<file path="config.mk">
export PLATFORM = sky130hd
export DESIGN_NAME = scheme_path_validator
export DESIGN_NICKNAME = d
export VERILOG_FILES = /design/src/spv_pkg.sv /design/src/spv_step.sv /design/src/scheme_path_validator.sv
export SDC_FILE = /design/constraint.sdc
export NUM_CORES = 1
export LEC_CHECK = 0
export BUFFER_PORTS_ARGS = -buffer_cell sky130_fd_sc_hd__buf_2
export CAP_MARGIN = 20
export CORE_ASPECT_RATIO = 2
export CORE_MARGIN = 5
export CORE_UTILIZATION = 53
export DETAILED_ROUTE_END_ITERATION = 10
export HOLD_SLACK_MARGIN = 0.1
export PLACE_DENSITY_LB_ADDON = 0.2
export SYNTH_ARGS = -nofsm -noshare
export SYNTH_HDL_FRONTEND = slang
export SYNTH_SLANG_ARGS = --single-unit
</file>
<file path="constraint.sdc">
create_clock -name clk -period 4.8 [get_ports clk]
set_input_delay 0.24 -clock clk [delete_from_list [all_inputs] [get_ports clk]]
set_output_delay 0.24 -clock clk [all_outputs]
set_load 0.005 [all_outputs]
</file>
<file path="src/spv_pkg.sv">
package spv_pkg;

    localparam int DEF_MAX_SCHEME_BYTES = 256;
    localparam int DEF_MAX_PATH_BYTES   = 4096;

    localparam int SCHEME_W = 9;
    localparam int REL_W    = 13;
    localparam int SEG_W    = 2;
    localparam int CFG_IDX_W = 2;
    localparam int CFG_DATA_W = 13;

    localparam logic [SCHEME_W-1:0] SCHEME_CAP_RST = 9'd32;
    localparam logic [REL_W-1:0]    REL_CAP_RST    = 13'd256;

    localparam logic [CFG_IDX_W-1:0] REG_SCHEME_CAP = 2'd0;
    localparam logic [CFG_IDX_W-1:0] REG_REL_CAP    = 2'd1;

    localparam logic [7:0] CH_NUL   = 8'h00;
    localparam logic [7:0] CH_COLON = 8'h3A;
    localparam logic [7:0] CH_DOT   = 8'h2E;
    localparam logic [7:0] CH_SLASH = 8'h2F;
    localparam logic [7:0] CH_BSL   = 8'h5C;
    localparam logic [7:0] CH_UNDER = 8'h5F;
    localparam logic [7:0] CH_DASH  = 8'h2D;

    localparam logic [SEG_W-1:0] SEG_MAX = 2'd3;

    typedef enum logic [1:0] {
        ROLE_SCHEME = 2'd0,
        ROLE_SEP    = 2'd1,
        ROLE_REL    = 2'd2
    } role_t;

    typedef enum logic [1:0] {
        PH_SCHEME   = 2'd0,
        PH_COLON    = 2'd1,
        PH_SLASH    = 2'd2,
        PH_RELATIVE = 2'd3
    } phase_t;

    typedef struct packed {
        phase_t              phase;
        logic [SCHEME_W-1:0] scheme_count;
        logic [REL_W-1:0]    relative_count;
        logic [SEG_W-1:0]    segment_count;
        logic                segment_all_dots;
        logic                failed;
    } path_state_t;

    localparam path_state_t STATE_CLEAR = '{
        phase:            PH_SCHEME,
        scheme_count:     '0,
        relative_count:   '0,
        segment_count:    '0,
        segment_all_dots: 1'b1,
        failed:           1'b0
    };

    typedef struct packed {
        logic [7:0]          echo_byte;
        role_t               role;
        logic                final_flag;
        logic                path_valid;
        logic [SCHEME_W-1:0] scheme_length;
        logic [REL_W-1:0]    relative_length;
    } result_t;

    function automatic logic is_scheme_char(input logic [7:0] c);
        return (c >= 8'h61 && c <= 8'h7A) || (c >= 8'h41 && c <= 8'h5A) ||
               (c >= 8'h30 && c <= 8'h39) || c == CH_UNDER || c == CH_DASH;
    endfunction

endpackage

</file>
<file path="src/spv_step.sv">
module spv_step
    import spv_pkg::*;
#(
    parameter int MAX_SCHEME_BYTES = DEF_MAX_SCHEME_BYTES,
    parameter int MAX_PATH_BYTES   = DEF_MAX_PATH_BYTES
)
(
    input  path_state_t         cur,
    input  logic [7:0]          path_byte,
    input  logic                path_end,
    input  logic [SCHEME_W-1:0] scheme_cap,
    input  logic [REL_W-1:0]    rel_cap,
    output path_state_t         nxt,
    output result_t             res
);

    localparam logic [SCHEME_W:0] SCH_TOP = (SCHEME_W+1)'(MAX_SCHEME_BYTES);
    localparam logic [REL_W:0]    REL_TOP = (REL_W+1)'(MAX_PATH_BYTES);

    path_state_t         s;
    logic                done;
    logic [SCHEME_W:0]   sch_sum;
    logic [SCHEME_W-1:0] sch;
    logic [REL_W:0]      rel_sum;
    logic                valid;

    always_comb
    begin
        s        = cur;
        done     = 1'b0;
        res.role = ROLE_SCHEME;
        sch      = cur.scheme_count;
        valid    = 1'b0;
        sch_sum  = '0;
        rel_sum  = '0;

        if (path_byte == CH_NUL)
            s.failed = 1'b1;

        if (cur.phase == PH_COLON || cur.phase == PH_SLASH)
        begin
            if (path_byte == CH_SLASH)
            begin
                res.role = ROLE_SEP;
                s.phase  = (cur.phase == PH_COLON) ? PH_SLASH : PH_RELATIVE;
                done     = 1'b1;
            end
            else
            begin
                s.failed = 1'b1;
                sch_sum  = {1'b0, sch} + ((cur.phase == PH_COLON) ? 10'd1 : 10'd2);
                sch      = (sch_sum > SCH_TOP) ? SCH_TOP[SCHEME_W-1:0]
                                               : sch_sum[SCHEME_W-1:0];
                s.phase  = PH_SCHEME;
            end
        end

        if (!done)
        begin
            if (s.phase == PH_RELATIVE)
            begin
                res.role = ROLE_REL;
                rel_sum  = {1'b0, s.relative_count} + 14'd1;
                s.relative_count = (rel_sum > REL_TOP) ? REL_TOP[REL_W-1:0]
                                                       : rel_sum[REL_W-1:0];
                if (path_byte == CH_BSL || path_byte == CH_COLON)
                    s.failed = 1'b1;
                if (path_byte == CH_SLASH)
                begin
                    if (s.segment_count == '0 ||
                        (s.segment_all_dots && s.segment_count <= 2'd2))
                        s.failed = 1'b1;
                    s.segment_count    = '0;
                    s.segment_all_dots = 1'b1;
                end
                else
                begin
                    if (s.segment_count != SEG_MAX)
                        s.segment_count = s.segment_count + 2'd1;
                    if (path_byte != CH_DOT)
                        s.segment_all_dots = 1'b0;
                end
            end
            else if (path_byte == CH_COLON)
            begin
                res.role = ROLE_SEP;
                s.phase  = PH_COLON;
            end
            else
            begin
                if (!is_scheme_char(path_byte))
                    s.failed = 1'b1;
                sch_sum = {1'b0, sch} + 10'd1;
                sch     = (sch_sum > SCH_TOP) ? SCH_TOP[SCHEME_W-1:0]
                                              : sch_sum[SCHEME_W-1:0];
            end
        end
        s.scheme_count = sch;

        if (path_end)
        begin
            if (s.phase == PH_RELATIVE)
            begin
                if (s.segment_count == '0 ||
                    (s.segment_all_dots && s.segment_count <= 2'd2))
                    s.failed = 1'b1;
            end
            else
                s.failed = 1'b1;
            valid = !s.failed &&
                    s.scheme_count != '0 &&
                    s.scheme_count < scheme_cap &&
                    {1'b0, s.scheme_count} < SCH_TOP &&
                    s.relative_count != '0 &&
                    s.relative_count < rel_cap &&
                    {1'b0, s.relative_count} < REL_TOP;
        end

        res.echo_byte       = path_byte;
        res.final_flag      = path_end;
        res.path_valid      = valid;
        res.scheme_length   = s.scheme_count;
        res.relative_length = s.relative_count;
        nxt                 = path_end ? STATE_CLEAR : s;
    end

endmodule

</file>
<file path="src/scheme_path_validator.sv">
// Channel  Direction  Signals                                 Word
// s_axis   in         tvalid tready tdata[7:0] tlast          one path byte, tlast = path end
// m_axis   out        tvalid tready tdata[31:0] tuser tlast   one tagged echo, tlast = final
// cfg      in         valid ready index[1:0] data[12:0]       capacity register write
//
// One word in, one word out; a word may be taken every cycle.
// The result is registered: the parse state and the result register load on the same edge.
// The result register holds under back-pressure; s_axis_tready drops only while it
// holds a word that m_axis is not taking this cycle.
// Reset clears the parse state and the result valid; capacities return to 32 and 256.
// cfg is always ready and takes effect on the next word.
module scheme_path_validator
    import spv_pkg::*;
#(
    parameter int MAX_SCHEME_BYTES = DEF_MAX_SCHEME_BYTES,
    parameter int MAX_PATH_BYTES   = DEF_MAX_PATH_BYTES
)
(
    input  logic                  clk,
    input  logic                  rst_n,
    input  logic                  s_axis_tvalid,
    output logic                  s_axis_tready,
    input  logic [7:0]            s_axis_tdata,  // [7:0] path_byte
    input  logic                  s_axis_tlast,
    output logic                  m_axis_tvalid,
    input  logic                  m_axis_tready,
    output logic [31:0]           m_axis_tdata,  // [7:0] echo_byte, [8] path_valid,
                                                 // [17:9] scheme_length,
                                                 // [30:18] relative_length, [31] zero
    output logic [1:0]            m_axis_tuser,  // [1:0] role
    output logic                  m_axis_tlast,
    input  logic                  cfg_valid,
    output logic                  cfg_ready,
    input  logic [CFG_IDX_W-1:0]  cfg_index,
    input  logic [CFG_DATA_W-1:0] cfg_data
);

    path_state_t         state_reg, state_next;
    result_t             res_reg, res_next;
    logic                out_valid_reg;
    logic [SCHEME_W-1:0] scheme_cap_reg;
    logic [REL_W-1:0]    rel_cap_reg;
    logic                s_fire;

    assign cfg_ready     = 1'b1;
    assign s_axis_tready = !out_valid_reg || m_axis_tready;
    assign s_fire        = s_axis_tvalid && s_axis_tready;

    spv_step #(
        .MAX_SCHEME_BYTES (MAX_SCHEME_BYTES),
        .MAX_PATH_BYTES   (MAX_PATH_BYTES)
    ) u_step (
        .cur        (state_reg),
        .path_byte  (s_axis_tdata),
        .path_end   (s_axis_tlast),
        .scheme_cap (scheme_cap_reg),
        .rel_cap    (rel_cap_reg),
        .nxt        (state_next),
        .res        (res_next)
    );

    always_ff @(posedge clk or negedge rst_n)
    begin
        if (!rst_n)
        begin
            scheme_cap_reg <= SCHEME_CAP_RST;
            rel_cap_reg    <= REL_CAP_RST;
        end
        else if (cfg_valid)
        begin
            unique case (cfg_index)
                REG_SCHEME_CAP: scheme_cap_reg <= cfg_data[SCHEME_W-1:0];
                REG_REL_CAP:    rel_cap_reg    <= cfg_data[REL_W-1:0];
                default:        ;
            endcase
        end
    end

    always_ff @(posedge clk or negedge rst_n)
    begin
        if (!rst_n)
        begin
            state_reg     <= STATE_CLEAR;
            out_valid_reg <= 1'b0;
        end
        else
        begin
            if (s_fire)
                state_reg <= state_next;
            if (s_fire)
                out_valid_reg <= 1'b1;
            else if (m_axis_tready)
                out_valid_reg <= 1'b0;
        end
    end

    always_ff @(posedge clk)
    begin
        if (s_fire)
            res_reg <= res_next;
    end

    assign m_axis_tvalid = out_valid_reg;
    assign m_axis_tlast  = res_reg.final_flag;
    assign m_axis_tuser  = res_reg.role;
    assign m_axis_tdata  = {1'b0, res_reg.relative_length, res_reg.scheme_length,
                            res_reg.path_valid, res_reg.echo_byte};

    a_word_follows: assert property (@(posedge clk) disable iff (!rst_n)
        s_fire |=> m_axis_tvalid)
        else $error("accepted word produced no result");

    a_role_range: assert property (@(posedge clk) disable iff (!rst_n)
        m_axis_tvalid |-> m_axis_tuser != 2'd3)
        else $error("undefined role code");

    a_valid_on_final: assert property (@(posedge clk) disable iff (!rst_n)
        (m_axis_tvalid && m_axis_tdata[8]) |-> m_axis_tlast)
        else $error("verdict on a non-final word");

    a_clear_after_final: assert property (@(posedge clk) disable iff (!rst_n)
        (s_fire && s_axis_tlast) |=>
            (state_reg.scheme_count == '0 && state_reg.relative_count == '0 &&
             !state_reg.failed))
        else $error("path state not cleared after final word");

endmodule

</file>
## Word-level counts from Yosys, hierarchy flattened

Cells that the tools add are included.

| cells by class | value |
|---|---|
| add/sub/neg operators | 4 |
| order comparisons | 15 |
| equal/unequal tests | 12 |
| multiplexer cells | 42 |
| reduce and logical (&&, ||, !) cells | 32 |

Operator list:

| kind | count |
|---|---|
| two-way mux 9 bit | 7 |
| two-way mux 28 bit | 1 |
| equality test 8 x 6 -> 1 bit, second input constant | 3 |
| two-way mux 2 bit | 11 |
| > comparator 10 x 9 -> 1 bit, second input constant | 2 |
| two-way mux 1 bit | 19 |
| two-way mux 17 bit | 1 |
| equality test 8 x 7 -> 1 bit, second input constant | 2 |
| >= comparator 8 x 7 -> 1 bit, second input constant | 2 |
| <= comparator 8 x 7 -> 1 bit, second input constant | 2 |
| two-way mux 16 bit | 1 |
| adder 13 x 1 -> 14 bit, second input constant | 1 |
| > comparator 14 x 13 -> 1 bit, second input constant | 1 |
| < comparator 13 bit | 1 |
| < comparator 13 bit, second input constant | 1 |
| two-way mux 13 bit | 1 |
| nonzero test 13 bit | 1 |
| logical AND 1 bit | 12 |
| adder 9 x 1 -> 10 bit, second input constant | 1 |
| adder 9 x 10 -> 10 bit | 1 |
| logical OR 1 bit | 9 |
| < comparator 9 bit | 1 |
| < comparator 9 bit, second input constant | 1 |
| nonzero test 9 bit | 1 |
| 14 further kinds | 22 |

| word-level totals | value |
|---|---|
| register bits after elaboration | 85 |
| input port bits | 29 |
| output and inout port bits | 38 |
| logic and storage cells | 120 |

## Logic depth before layout (Yosys ltp)

| logic depth | value |
|---|---|
| depth in word-level cells | 23 |
| mapped depth | 28 |
| gate-level depth less buffers | 26 |

## Cells and area by module

A second synthesis with hierarchy kept.

| unflattened totals | value |
|---|---|
| cells, all modules | 579 |
| area total of the unflattened synthesis | 5731.7 µm² |

Modules (own cells, without submodules):

| module | times used | cells each | area each (µm²) |
|---|---|---|---|
| scheme_path_validator | 1 | 150 | 3009.1 |
| spv_step | 1 | 429 | 2722.6 |

## Least setup slack after synthesis

OpenSTA, ideal clock, no wires.

| timing path | value |
|---|---|
| path kind | register to register |
| start | register state_reg[26] (netlist bit) |
| end | register res_reg, in the netlist m_axis_tdata[8] (data pin) |
| setup time | 0.167 ns |
| data arrival time | 5.126 ns |
| required time | 4.633 ns |
| setup slack | -0.494 ns |
| cell stages (with the launch flop) | 27 |
| period minus slack after synthesis | 5.294 ns |
| cell sequence | dfrtp_1 -> ha_1 -> ha_1 -> fa_1 -> buf_2 -> nand4_2 -> or2_1 -> o21ai_1 -> buf_2 -> o21ai_0 -> ha_1 -> nand4_4 -> or4_4 -> inv_2 -> o21ai_4 -> a21oi_2 -> nor2b_1 -> nor2_1 -> ha_1 -> a21o_1 -> a21o_1 -> a21oi_1 -> o22ai_1 -> nor4_1 -> and3_1 -> o2111ai_1 -> a221oi_2 |

RTL lines:

| item | RTL line | source |
|---|---|---|
| start: declaration | scheme_path_validator.sv:38 | `path_state_t state_reg, state_next;` |
| start signal: assignment | scheme_path_validator.sv:89 | `state_reg <= state_next;` |
| end signal: assignment | scheme_path_validator.sv:100 | `res_reg <= res_next;` |
| end: declaration | scheme_path_validator.sv:39 | `result_t res_reg, res_next;` |

==> metrics.yaml <==
logic_synthesis:
  synth_top_area_share_pct: 21.5
  dominantRegCellSynth: "dfrtp_1"
  synth_seq_cells: 85
  synthTopCellsByArea: "dfrtp_1 (21%), edfxtp_1 (18%), ha_1 (6.0%)"
  synth_area_per_cell_um2: 9.41
  synth_compound_area_share_pct: 22.1
  synth_edf_count: 34
  synth.distinct_cells: 85
  synth_top_family_by_area: "compound AO/OA/AOI/OAI gates"
  yosys.area_share.xor_xnor_pct: 1.86
  synthSimpleGateAreaFrac_pct: 20.2
  syn_inst: 594
  syn_nets: 651
  ys_warn_count: 0
  seq_area_frac_synth_pct: 41.2
  synth_top_area_cell: "dfrtp_1"
  synth_mux_area_share_pct: 3.38
  syn_area_mm2: 0.00559
  synth-async-reset-ratio_pct: 60.0
  synth-adder-area-share_pct: 6.40
timing:
  relSlewSlack_pct: 41.3
  rsz0062_at_grt: "yes"
  post-route-min-period_ns: 5.00
  skew_ns: 0.00591
  tightestPinTransition_ns: 0.878
  timing.final.crit_share_pct: 104
  setup-violations-final: 1
  fmax_ghz: 0.200
  setup_slack_ns: -0.195
  hold_viol: 0
  maxSlewViolCount: 0
placed_design:
  place.gp.congestion: 0.915
  dp_hpwl_mm: 13.5
  dpl.cell_count: 846
  portBuffers: 64
routing:
  ant_nets: 0
  drcViolationCount: 0
  vias_per_cell: 5.97
  routed_wl_mm: 17.7
  drt_pre_antenna_iters: 5
  drtIter0Drc: 297
  vias: 5299
  wire_per_inst_um: 20.0
clocking:
  cts_made_buffers: 9
  clkTransAtPathRegs_ns: 0.06
  cts_tree: "built"
  cts_sinks: 85
  clock_latency_ns: 0.34
  htreeDepth: 3
  root_buffer: "clkbuf_16"
  clockBufferDepth: 2
power_and_ir_drop:
  sw_frac_of_total_pct: 29.7
  p_sw_uw: 612
  combPwrFrac_pct: 24.5
  p_clk_share_pct: 33.1
  p_leak_uw: 0.00323
  p_int_uw: 1450
  power_frac_seq_pct: 42.4
  power_density_mw_per_mm2: 286
  vdd_ir_drop_max_mv: 0.305
run:
  cap_viol_max_count: 0
worst_setup_path:
  crit_type: "reg2reg"
  worstSetupStartpointType: "flip-flop"
  end_kind: "flip-flop"
  critical_path_required_ns: 4.97
  cp_max_fo: 7
  cp.arrival_ns: 5.16
  r2r_cells: 24
final_layout:
  drive_above_1_share_pct: 34.4
  final_common_cell: "buf_4"
  nNetsFinal: 802
  mostFrequentLayoutCells: "buf_4 (99), nand2_1 (79), buf_2 (64)"
  n_antenna_cell: 0
  syn2layout_area_growth_pct: 29.2
  post-route-util_pct: 69.4
  layout.cells.non_filler: 887
  largest_reg_flops: 31
global_route:
  antenna_found_initial: 0
  grt_first_pass_wirelength_mm: 28.2
  grt_max_degree: 52
  grt_overflow: 0
  grt_usage_pct: 29.2
  grt_pass1_vias: 5563
floorplan:
  dieArea_mm2: 0.0128
  die-height_um: 155
  start_util_pct: 53.7
  io_pins: 67
  rows: 53
  die_w_um: 82.6
  core-area_mm2: 0.0104
status:
  violations: "negative setup slack"
  status: "finished, violations left"
hold_path:
  min_path_type: "in2reg"
  holdPathStages: 2
[worst paths after layout]
| kind | startpoint | to | slack, ns |
|---|---|---|---|
| min reg2reg | rel_cap_reg[10] | rel_cap_reg[10] | 0.51 |
| max in group asynchronous | rst_n | state_reg[13] | 3.79 |
| min | s_axis_tvalid | m_axis_tvalid | 0.11 |
| max reg2reg | state_reg[26] | m_axis_tdata[8] | -0.20 |
| max | state_reg[26] | m_axis_tdata[8] | -0.20 |
| min in group asynchronous | rst_n | rel_cap_reg[6] | 0.55 |
[power by group through the flow]
stage	clock, uW	sequential, uW	combinational [uW]
3_5_place_dp	0	888	449
4_1_cts	690	874	477
6_report	683	876	505
2_1_floorplan	0	876	266
3_3_place_gp	0	884	438
5_1_grt	725	882	553
[Yosys cell counts (5+ instances only)]
cell	count
xor2_1	5
edfxtp_1	34
inv_1	35
o21a_1	6
nand2_1	79
nand3_1	15
buf_2	8
clkbuf_1	15
a22o_1	16
o21ai_0	47
ha_1	27
a21oi_1	25
dfrtp_1	48
nor2_1	36
o22ai_1	6
mux2_2	15
a21o_1	9
nor4_1	9
a31oi_1	8
nand4_1	7
o31ai_1	7
o21ai_1	5
nor3_1	18
xnor2_1	5
nand2b_1	7
[worst max-delay path, cell delays in order, from the launching register on]
cell and delay (ns):
dfrtp_1 0.41, ha_4 0.19, ha_4 0.16, fa_2 0.38, nand4_4 0.11, or2_4 0.15, o21ai_4 0.09, buf_6 0.14
o41ai_4 0.44, nand2_2 0.12, or4_4 0.57, inv_4 0.08, o21ai_4 0.07, a21oi_2 0.15, nor2b_1 0.08, nor2_1 0.15
ha_1 0.27, a21o_1 0.17, a21o_1 0.16, a21oi_2 0.10, o22ai_1 0.09, nor4_1 0.21, and3_1 0.20, o2111ai_2 0.11
a221oi_2 0.19
[per-layer routing]
metal	up-vias	routed length [um]	track usage [%]
li1	2493	-	-
met1	2525	6070	30.5
met2	202	9600	52.7
met3	79	734	3.24
met4	0	1310	18.7
met5	-	0	0
[layout make-up]
class / count / area [um2]
clock buffer: 10 / 250
clock inverter: 6 / 43.8
fill: 869 / 3190
inverter: 37 / 144
multi-input combinational: 445 / 3200
sequential: 85 / 2300
tap: 137 / 171
timing repair buffer: 167 / 1110
[metrics by stage]
stage | TNS, ns | worst slack [ns] | cell area [um2] | hold slack (ns) | power [uW]
3_3_place_gp | -0.146 | -0.146 | 6640 | 0.383 | 1320
5_1_grt | -0.426 | -0.426 | 7220 | 0.117 | 2160
3_5_place_dp | -0.285 | -0.285 | 6640 | 0.401 | 1340
4_1_cts | -0.124 | -0.124 | 7090 | 0.110 | 2040
6_report | -0.195 | -0.195 | 7220 | 0.109 | 2060
2_1_floorplan | -0.00107 | -0.00107 | 5690 | -0.0556 | 1140
[logic make-up (layout without fill, tap and decap cells)]
logic type               Yosys count  after routing
buffers and inverters             64            220
AND/OR/NAND/NOR                  215            215
AO/OA/AOI/OAI                    172            172
multiplexers                      17             17
flip-flops                        85             85
other                              2              2
adder cells (fa/ha/maj)           28             28
XOR/XNOR                          11             11
[timing repair]
action                                  CTS  global route
endpoints found under the setup margin    1             1
pin swaps                                22            17
resized for setup                        13            10
endpoints found under the hold margin    48             0
setup buffers                            13            10
hold buffers                              1             0
Power figures use the tool's default switching activity.
